## config.mk

```make
export PLATFORM = sky130hd
export DESIGN_NAME = otq_ctrl
export DESIGN_NICKNAME = d
export VERILOG_FILES = /design/src/sv/ordered_timer_queue_defines.svh /design/src/sv/otq_pkg.sv /design/src/sv/otq_ctrl.sv
export SDC_FILE = /design/constraint.sdc
export NUM_CORES = 1
export LEC_CHECK = 0
export BUFFER_PORTS_ARGS = -buffer_cell sky130_fd_sc_hd__buf_2
export CAP_MARGIN = 20
export CORE_AREA = 2 2 39 41
export CTS_BUF_LIST = sky130_fd_sc_hd__clkbuf_16
export DETAILED_ROUTE_END_ITERATION = 8
export DIE_AREA = 0 0 41 43
export GPL_TIMING_DRIVEN = 0
export SLEW_MARGIN = 20
export SYNTH_ARGS = -nofsm -noshare
export SYNTH_HDL_FRONTEND = slang
export SYNTH_SLANG_ARGS = --single-unit
```

## constraint.sdc

```tcl
create_clock -name clk -period 3.37 [get_ports clk]
set_input_delay 0.1685 -clock clk [delete_from_list [all_inputs] [get_ports clk]]
set_output_delay 0.1685 -clock clk [all_outputs]
set_load 0.02 [all_outputs]
```

## src/sv/ordered_timer_queue_defines.svh

```systemverilog
// assertion macros for the timer queue
`ifndef ORDERED_TIMER_QUEUE_DEFINES_SVH
`define ORDERED_TIMER_QUEUE_DEFINES_SVH
`ifndef ASSERT_OFF
`define OTQ_ASSERT(lbl, prop, msg) \
  lbl: assert property (@(posedge clk) disable iff (rst) prop) else $error(msg);
`define OTQ_ASSERT_ALWAYS(lbl, prop, msg) \
  lbl: assert property (@(posedge clk) prop) else $error(msg);
`else
`define OTQ_ASSERT(lbl, prop, msg)
`define OTQ_ASSERT_ALWAYS(lbl, prop, msg)
`endif
`endif

```

## src/sv/otq_pkg.sv

```systemverilog
package otq_pkg;
  localparam int CAPACITY_DEF = 16;
  localparam int ID_W = 16;
  localparam int TM_W = 48;
  localparam int IV_W = 32;
  localparam logic [IV_W-1:0] MIN_DELAY_RST = 32'd100;

  typedef enum logic [2:0] {
    ST_IDLE, ST_ADD, ST_POP, ST_FIRE, ST_REINS, ST_STAT
  } state_t;

  typedef struct packed {
    logic latch_in;
    logic do_add;
    logic do_pop;
    logic do_reins;
    logic load_fire;
    logic load_stat;
  } cmd_t;

  typedef struct packed {
    logic is_tick;
    logic expired;
    logic reins_needed;
    logic out_free;
  } stat_t;
endpackage

```

## src/sv/otq_ctrl.sv

```systemverilog
module otq_ctrl import otq_pkg::*; (
  input  logic  clk,
  input  logic  rst,
  input  logic  in_valid,
  input  stat_t stat,
  output cmd_t  cmd
);
  state_t state, state_next;

  always_ff @(posedge clk) begin
    if (rst) begin
      state <= ST_IDLE;
    end else begin
      state <= state_next;
    end
  end

  always_comb begin
    state_next = state;
    unique case (state)
      ST_IDLE: begin
        if (in_valid) state_next = ST_ADD;
      end
      ST_ADD: begin
        if (stat.is_tick) state_next = ST_POP;
        else state_next = ST_STAT;
      end
      ST_POP: begin
        if (stat.expired) state_next = ST_FIRE;
        else state_next = ST_STAT;
      end
      ST_FIRE: begin
        if (stat.out_free) state_next = stat.reins_needed ? ST_REINS : ST_POP;
      end
      ST_REINS: begin
        state_next = ST_POP;
      end
      ST_STAT: begin
        if (stat.out_free) state_next = ST_IDLE;
      end
      default: begin
        state_next = ST_IDLE;
      end
    endcase
  end

  always_comb begin
    cmd = '0;
    unique case (state)
      ST_IDLE:  cmd.latch_in = in_valid;
      ST_ADD:   cmd.do_add = !stat.is_tick;
      ST_POP:   cmd.do_pop = stat.expired;
      ST_FIRE:  cmd.load_fire = stat.out_free;
      ST_REINS: cmd.do_reins = 1'b1;
      ST_STAT:  cmd.load_stat = stat.out_free;
      default:  cmd = '0;
    endcase
  end
endmodule

```

==> results of run 1 <==
-- worst max-delay path by stage --
stage	cells after the start	end	slack (ps)
6_report	4	cmd[4]	2030
3_3_place_gp	4	state[2]	2120
4_1_cts	4	cmd[4]	2020
2_1_floorplan	5	state[1]	1900
5_1_grt	5	state[1]	1930
3_5_place_dp	4	state[2]	2130
-- report_power, final --
group / total (mW) / internal, mW / switching (mW)
logic: 0.176 / 0.0756 / 0.100
clock network: 0.187 / 0.153 / 0.0336
registers: 0.0603 / 0.0488 / 0.0115
-- per-stage QoR --
step	cells	setup WS [ps]	area [um2]	power (mW)	utilization
5_1_grt	71	1930	447	0.451	0.323
2_1_floorplan	39	1900	288	0.196	-
3_5_place_dp	67	2130	368	0.236	0.266
4_1_cts	71	2020	447	0.427	0.323
6_report	71	2030	447	0.423	0.323
3_3_place_gp	67	2120	368	0.237	0.266
-- routing by layer --
| metal | global-route usage | part of all wire | vias up |
|---|---|---|---|
| met4 | 0.0800 | 0.033 | 0 |
| met2 | 0.113 | 0.40 | 12 |
| met3 | 0.0524 | 0.10 | 3 |
| met1 | 0.125 | 0.46 | 132 |
| met5 | 0 | 0 | - |
| li1 | - | - | 178 |
-- critical path, delay by kind of cell, from the launching register on --
kind / cells / cell delay [ps]
buf+inv: 2 / 320
simple gates: 2 / 330
flops: 1 / 290
-- kinds of logic (layout without fill, tap and decap cells) --
group	Yosys count	in the layout	share of synthesized area
AND/OR/NAND/NOR	19	19	0.357
flip-flops	3	3	0.209
buffers and inverters	6	22	0.143
AO/OA/AOI/OAI	11	11	0.291
-- cell type report --
cell class,count,area share
Multi-Input combinational cell,30,0.417
Clock buffer,3,0.168
Sequential cell,3,0.134
Timing Repair Buffer,12,0.134
Buffer,3,0.0672
Tap cell,16,0.0448
Inverter,3,0.0252
Clock inverter,1,0.00840
-- layout by cell type (no fill, tap or decap), types with 2 or more instances in the layout --
cell and instances:
and3_1 2, nor3_1 3, buf_2 12, buf_6 2
nor2_1 3, dfxtp_1 3, nand2_1 3, a21oi_1 2
inv_1 3, clkbuf_16 3, or3_1 2
==> results.json, run 1 <==
{
  "rows": 14,
  "max_stage_delay_ps": 290,
  "numCtsBuffers": 3,
  "synth_cell_types": 26,
  "grt_antenna_before_repair": 0,
  "hold_viol_final": 0,
  "cts_setup_buffers": 0,
  "hpwl_um": 527,
  "cap_violations": 0,
  "syn2layout_area_growth_pct": 55.2,
  "cp_cell_sequence": "buf_6, nand2b_1, nor3_1, buf_2",
  "drive_gt1_frac": 0.400,
  "hp-class": "in -> reg",
  "die_h_um": 43,
  "post_cts_resized": 0,
  "r2r_end": "state[2]",
  "status": "finished clean",
  "cts_buffer_depth": 2,
  "htree_levels": 1,
  "port_buffers": 12,
  "gp_congestion": 0.783,
  "drt_iter0_drc": 12,
  "rsz0062_at_grt": "false",
  "required_ps": 3200,
  "worst_path_max_delay_cell": "dfxtp_1",
  "drt-total-wl_um": 706,
  "cts_root_buf": "clkbuf_16",
  "worst_hold_slack_ps": 155,
  "vdd_drop_max_mv": 0.254,
  "synth_ff_type": "dfxtp_1",
  "firstDrtPassIters": 4,
  "dieArea_mm2": 0.00176,
  "fillers": 154,
  "crit_start": "state[2]",
  "cp-start-kind": "register",
  "top_register": "state",
  "r2r_cells": 4,
  "ys_warn_count": 0,
  "reg2reg_from": "state[1]",
  "synth_nets": 46,
  "drv_slew": 0,
  "wl_per_cell_um": 9.94,
  "fin_skew_ps": 4.21,
  "largestRegisters": "state (3)",
  "clk_pin_slew_worst_paths_ps": 30,
  "critPathCaptureType": "primary output",
  "timing.fmax_mhz": 748,
  "cp_max_fo": 10,
  "grt_start_max_net_pins": 11,
  "netlist_area_um2": 288,
  "vias_per_cell": 4.58,
  "grt-ovfl-total": 0,
  "post-route-period-util": 0.397,
  "synth_top_area_frac": 0.209,
  "setup_tns_ps": 0,
  "track_usage": 0.0972,
  "seqCellArea_um2": 60.1,
  "async_reset_ff_frac": 0,
  "synth_edf_count": 0,
  "arrival_ps": 1170,
  "die_x_um": 41,
  "synth-seq-area-share": 0.209,
  "cts_tree": "yes",
  "ios": 13,
  "ys_ff_latch": 3,
  "grt_pass1_wl_um": 1080,
  "insertedDiodeCount": 0,
  "netlist_top_cells_count": "dfxtp_1 (3), nand2_1 (3), nor2_1 (3), nor3_1 (3)",
  "start_util": 0.208,
  "setup_violations": 0,
  "core_area_mm2": 0.00138,
  "synthTopCellsByArea": "dfxtp_1 (21%), buf_6 (7.8%), nor3_1 (5.2%)",
  "drc": 0,
  "p_leak_nw": 0.203,
  "syn_inst": 39,
  "min_to": "state[2]",
  "hold_depth": 2,
  "worstMarginPinSlew_ps": 332,
  "slew-limit-headroom": 0.777,
  "r2r_slack_ps": 2120,
  "nets": 63,
  "hold_buffers": 0,
  "clk-insertion-delay-late_ps": 230,
  "largest_reg_flops": 3,
  "grt_pass1_vias": 257,
  "power_density_mw_per_mm2": 947,
  "final.min_clock_period_ps": 1340,
  "synth_top_cell_by_area": "dfxtp_1",
  "ant_nets": 0,
  "worstSetupPathType": "reg -> out",
  "synth.avg_cell_area_um2": 7.38,
  "dr_total_vias": 325,
  "hold_start": "rst",
  "multiInputGateArea_um2": 186,
  "clock-sinks": 3
}
No activity file was read; power rests on OpenSTA's default activity.
==> inputs of run 2 (changes only) <==
--- a/config.mk
+++ b/config.mk
@@ -5,6 +5,7 @@
 export SDC_FILE = /design/constraint.sdc
 export NUM_CORES = 1
 export LEC_CHECK = 0
+export ABC_AREA = 1
 export BUFFER_PORTS_ARGS = -buffer_cell sky130_fd_sc_hd__buf_2
 export CAP_MARGIN = 20
 export CORE_AREA = 2 2 39 41
==> constraint.sdc (replaced) <==
create_clock -name clk -period 1.2 [get_ports clk]
set_input_delay 0.06 -clock clk [delete_from_list [all_inputs] [get_ports clk]]
set_output_delay 0.06 -clock clk [all_outputs]
set_load 0.02 [all_outputs]
==> results.json, run 2 <==
{
  "start_util": 0.240,
  "final_cells": 86,
  "hpwl_um": 569,
  "largestRegisters": "state (3)",
  "drt_iter0_drc": 3,
  "ys_warn_count": 0,
  "synthTopCellsByArea": "dfxtp_1 (18%), buf_6 (10%), nand3_2 (9.1%)",
  "crit_end": "cmd[0]",
  "worstSetupPathType": "reg -> out",
  "vdd_drop_max_mv": 0.467,
  "firstDrtPassIters": 3,
  "syn_inst": 47,
  "dieArea_mm2": 0.00176,
  "vias_per_cell": 4.53,
  "place_inst": 75,
  "clk-insertion-delay-late_ps": 220,
  "insertedDiodeCount": 0,
  "synth_top_cell_by_area": "dfxtp_1",
  "p_leak_nw": 0.307,
  "mostFrequentLayoutCells": "buf_4 (9), inv_1 (8), buf_2 (7)",
  "netlist_area_um2": 332,
  "core_area_mm2": 0.00138,
  "layout_commonest_cell": "buf_4",
  "post-route-period-util": 0.987,
  "r2r_slack_ps": 60,
  "ios": 13,
  "largest_reg_flops": 3,
  "worstMarginPinSlew_ps": 239,
  "setup_violations": 0,
  "synth.avg_cell_area_um2": 7.05,
  "track_usage": 0.119,
  "power_density_mw_per_mm2": 1520,
  "synth_nets": 54,
  "wl_per_cell_um": 10.9,
  "cp-start-kind": "register",
  "clock-sinks": 3,
  "synth_top_area_frac": 0.181,
  "synth_cell_types": 19,
  "r2r_end": "state[0]",
  "dr_total_vias": 390,
  "synth_ff_type": "dfxtp_1",
  "clk_pin_slew_worst_paths_ps": 30,
  "numCtsBuffers": 3,
  "crit_family": "flip-flops",
  "fin_skew_ps": 2.45,
  "cp_max_fo": 5,
  "arrival_ps": 1120,
  "cap_violations": 0,
  "drive_gt1_frac": 0.571,
  "reg2reg_from": "state[0]",
  "cp.depth": 4,
  "grt_antenna_before_repair": 0,
  "synth.most_common_cell": "inv_1",
  "die_h_um": 43,
  "syn2layout_area_growth_pct": 84.2,
  "slew-limit-headroom": 0.841,
  "netlist_top_cells_count": "inv_1 (7), nand2_1 (6), nor2_1 (6), nand4_1 (4)",
  "gp_congestion": 0.781,
  "cts_tree": "yes",
  "ys_ff_latch": 3,
  "final.min_clock_period_ps": 1180,
  "timing.fmax_mhz": 844,
  "top_register": "state",
  "cp_cell_sequence": "inv_4, buf_8, nor4_4, buf_4",
  "async_reset_ff_frac": 0,
  "port_buffers": 12,
  "cts_buffer_depth": 2,
  "critPathCaptureType": "primary output",
  "grt_pass1_vias": 390,
  "critical_path_buf_inv_count": 3,
  "nets": 78,
  "drv_slew": 0,
  "rsz0062_at_grt": "true",
  "r2r_cells": 8,
  "max_stage_delay_ps": 350,
  "drc": 0,
  "hold_viol_final": 0,
  "grt_start_max_net_pins": 11,
  "setup_tns_ps": 0,
  "synth-seq-area-share": 0.181,
  "die_x_um": 41,
  "drt-total-wl_um": 938,
  "grt-ovfl-total": 0,
  "ant_nets": 0,
  "worst_path_max_delay_cell": "dfxtp_2",
  "status": "finished clean",
  "cts_root_buf": "clkbuf_16",
  "hold_buffers": 0,
  "htree_levels": 1,
  "hp-class": "in -> reg",
  "crit_start": "state[2]",
  "rows": 14,
  "synth_edf_count": 0,
  "grt_pass1_wl_um": 1420,
  "required_ps": 1140
}
==> run 2: report_power, final <==
part           leakage [nW]  internal (mW)  switching [mW]
combinational         0.239          0.130           0.153
clock                0.0423          0.430          0.0913
sequential           0.0256          0.113         0.00775
==> run 2: repair_timing <==
action                     in CTS  in global routing
resized for setup               2                 12
buffers inserted                3                  2
pin swaps                       0                  6
setup endpoints to repair       1                  8
gates cloned                    0                  2
==> run 2: cells by family after synthesis <==
group / Yosys count / synth area share
AO/OA/AOI/OAI: 3 / 0.0566
flip-flops: 3 / 0.181
AND/OR/NAND/NOR: 28 / 0.540
buffers and inverters: 13 / 0.223
==> run 2: final cells by class <==
type	instances	area (um2)
fillers	139	773
multi-input cells	31	219
repair buffers	19	150
clock buffers	3	75.1
flip-flops and latches	3	62.6
inverters	10	42.5
plain buffers	3	37.5
well taps	16	20.0
clock inverters	1	3.75
==> run 2: how the worst min path moves through the flow <==
stage                     start       end  slack (ps)  cells past startpoint
after floorplan             rst  state[1]         120                      1
after CTS                   rst  state[1]          20                      2
after global placement      rst  state[1]         260                      2
final                       rst  state[1]          10                      2
after global routing        rst  state[1]          20                      2
after detailed placement    rst  state[1]         250                      2
==> run 2: metrics by stage <==
stage | area [um2] | total power, mW | hold slack (ps) | setup WS [ps] | util
final | 611 | 0.925 | 14.0 | 15.3 | 0.441
after global routing | 611 | 0.966 | 24.3 | -43.4 | 0.441
after CTS | 523 | 0.879 | 19.7 | -5.88 | 0.378
after detailed placement | 418 | 0.329 | 254 | 125 | 0.302
after global placement | 418 | 0.327 | 256 | 130 | 0.302
after floorplan | 338 | 0.282 | 122 | 29.1 | -
==> run 2: routing by layer <==
layer | GRT usage | wire (um)
met1 | 0.125 | 398
met3 | 0.0157 | 24
met5 | 0 | 0
met2 | 0.194 | 497
met4 | 0.100 | 17
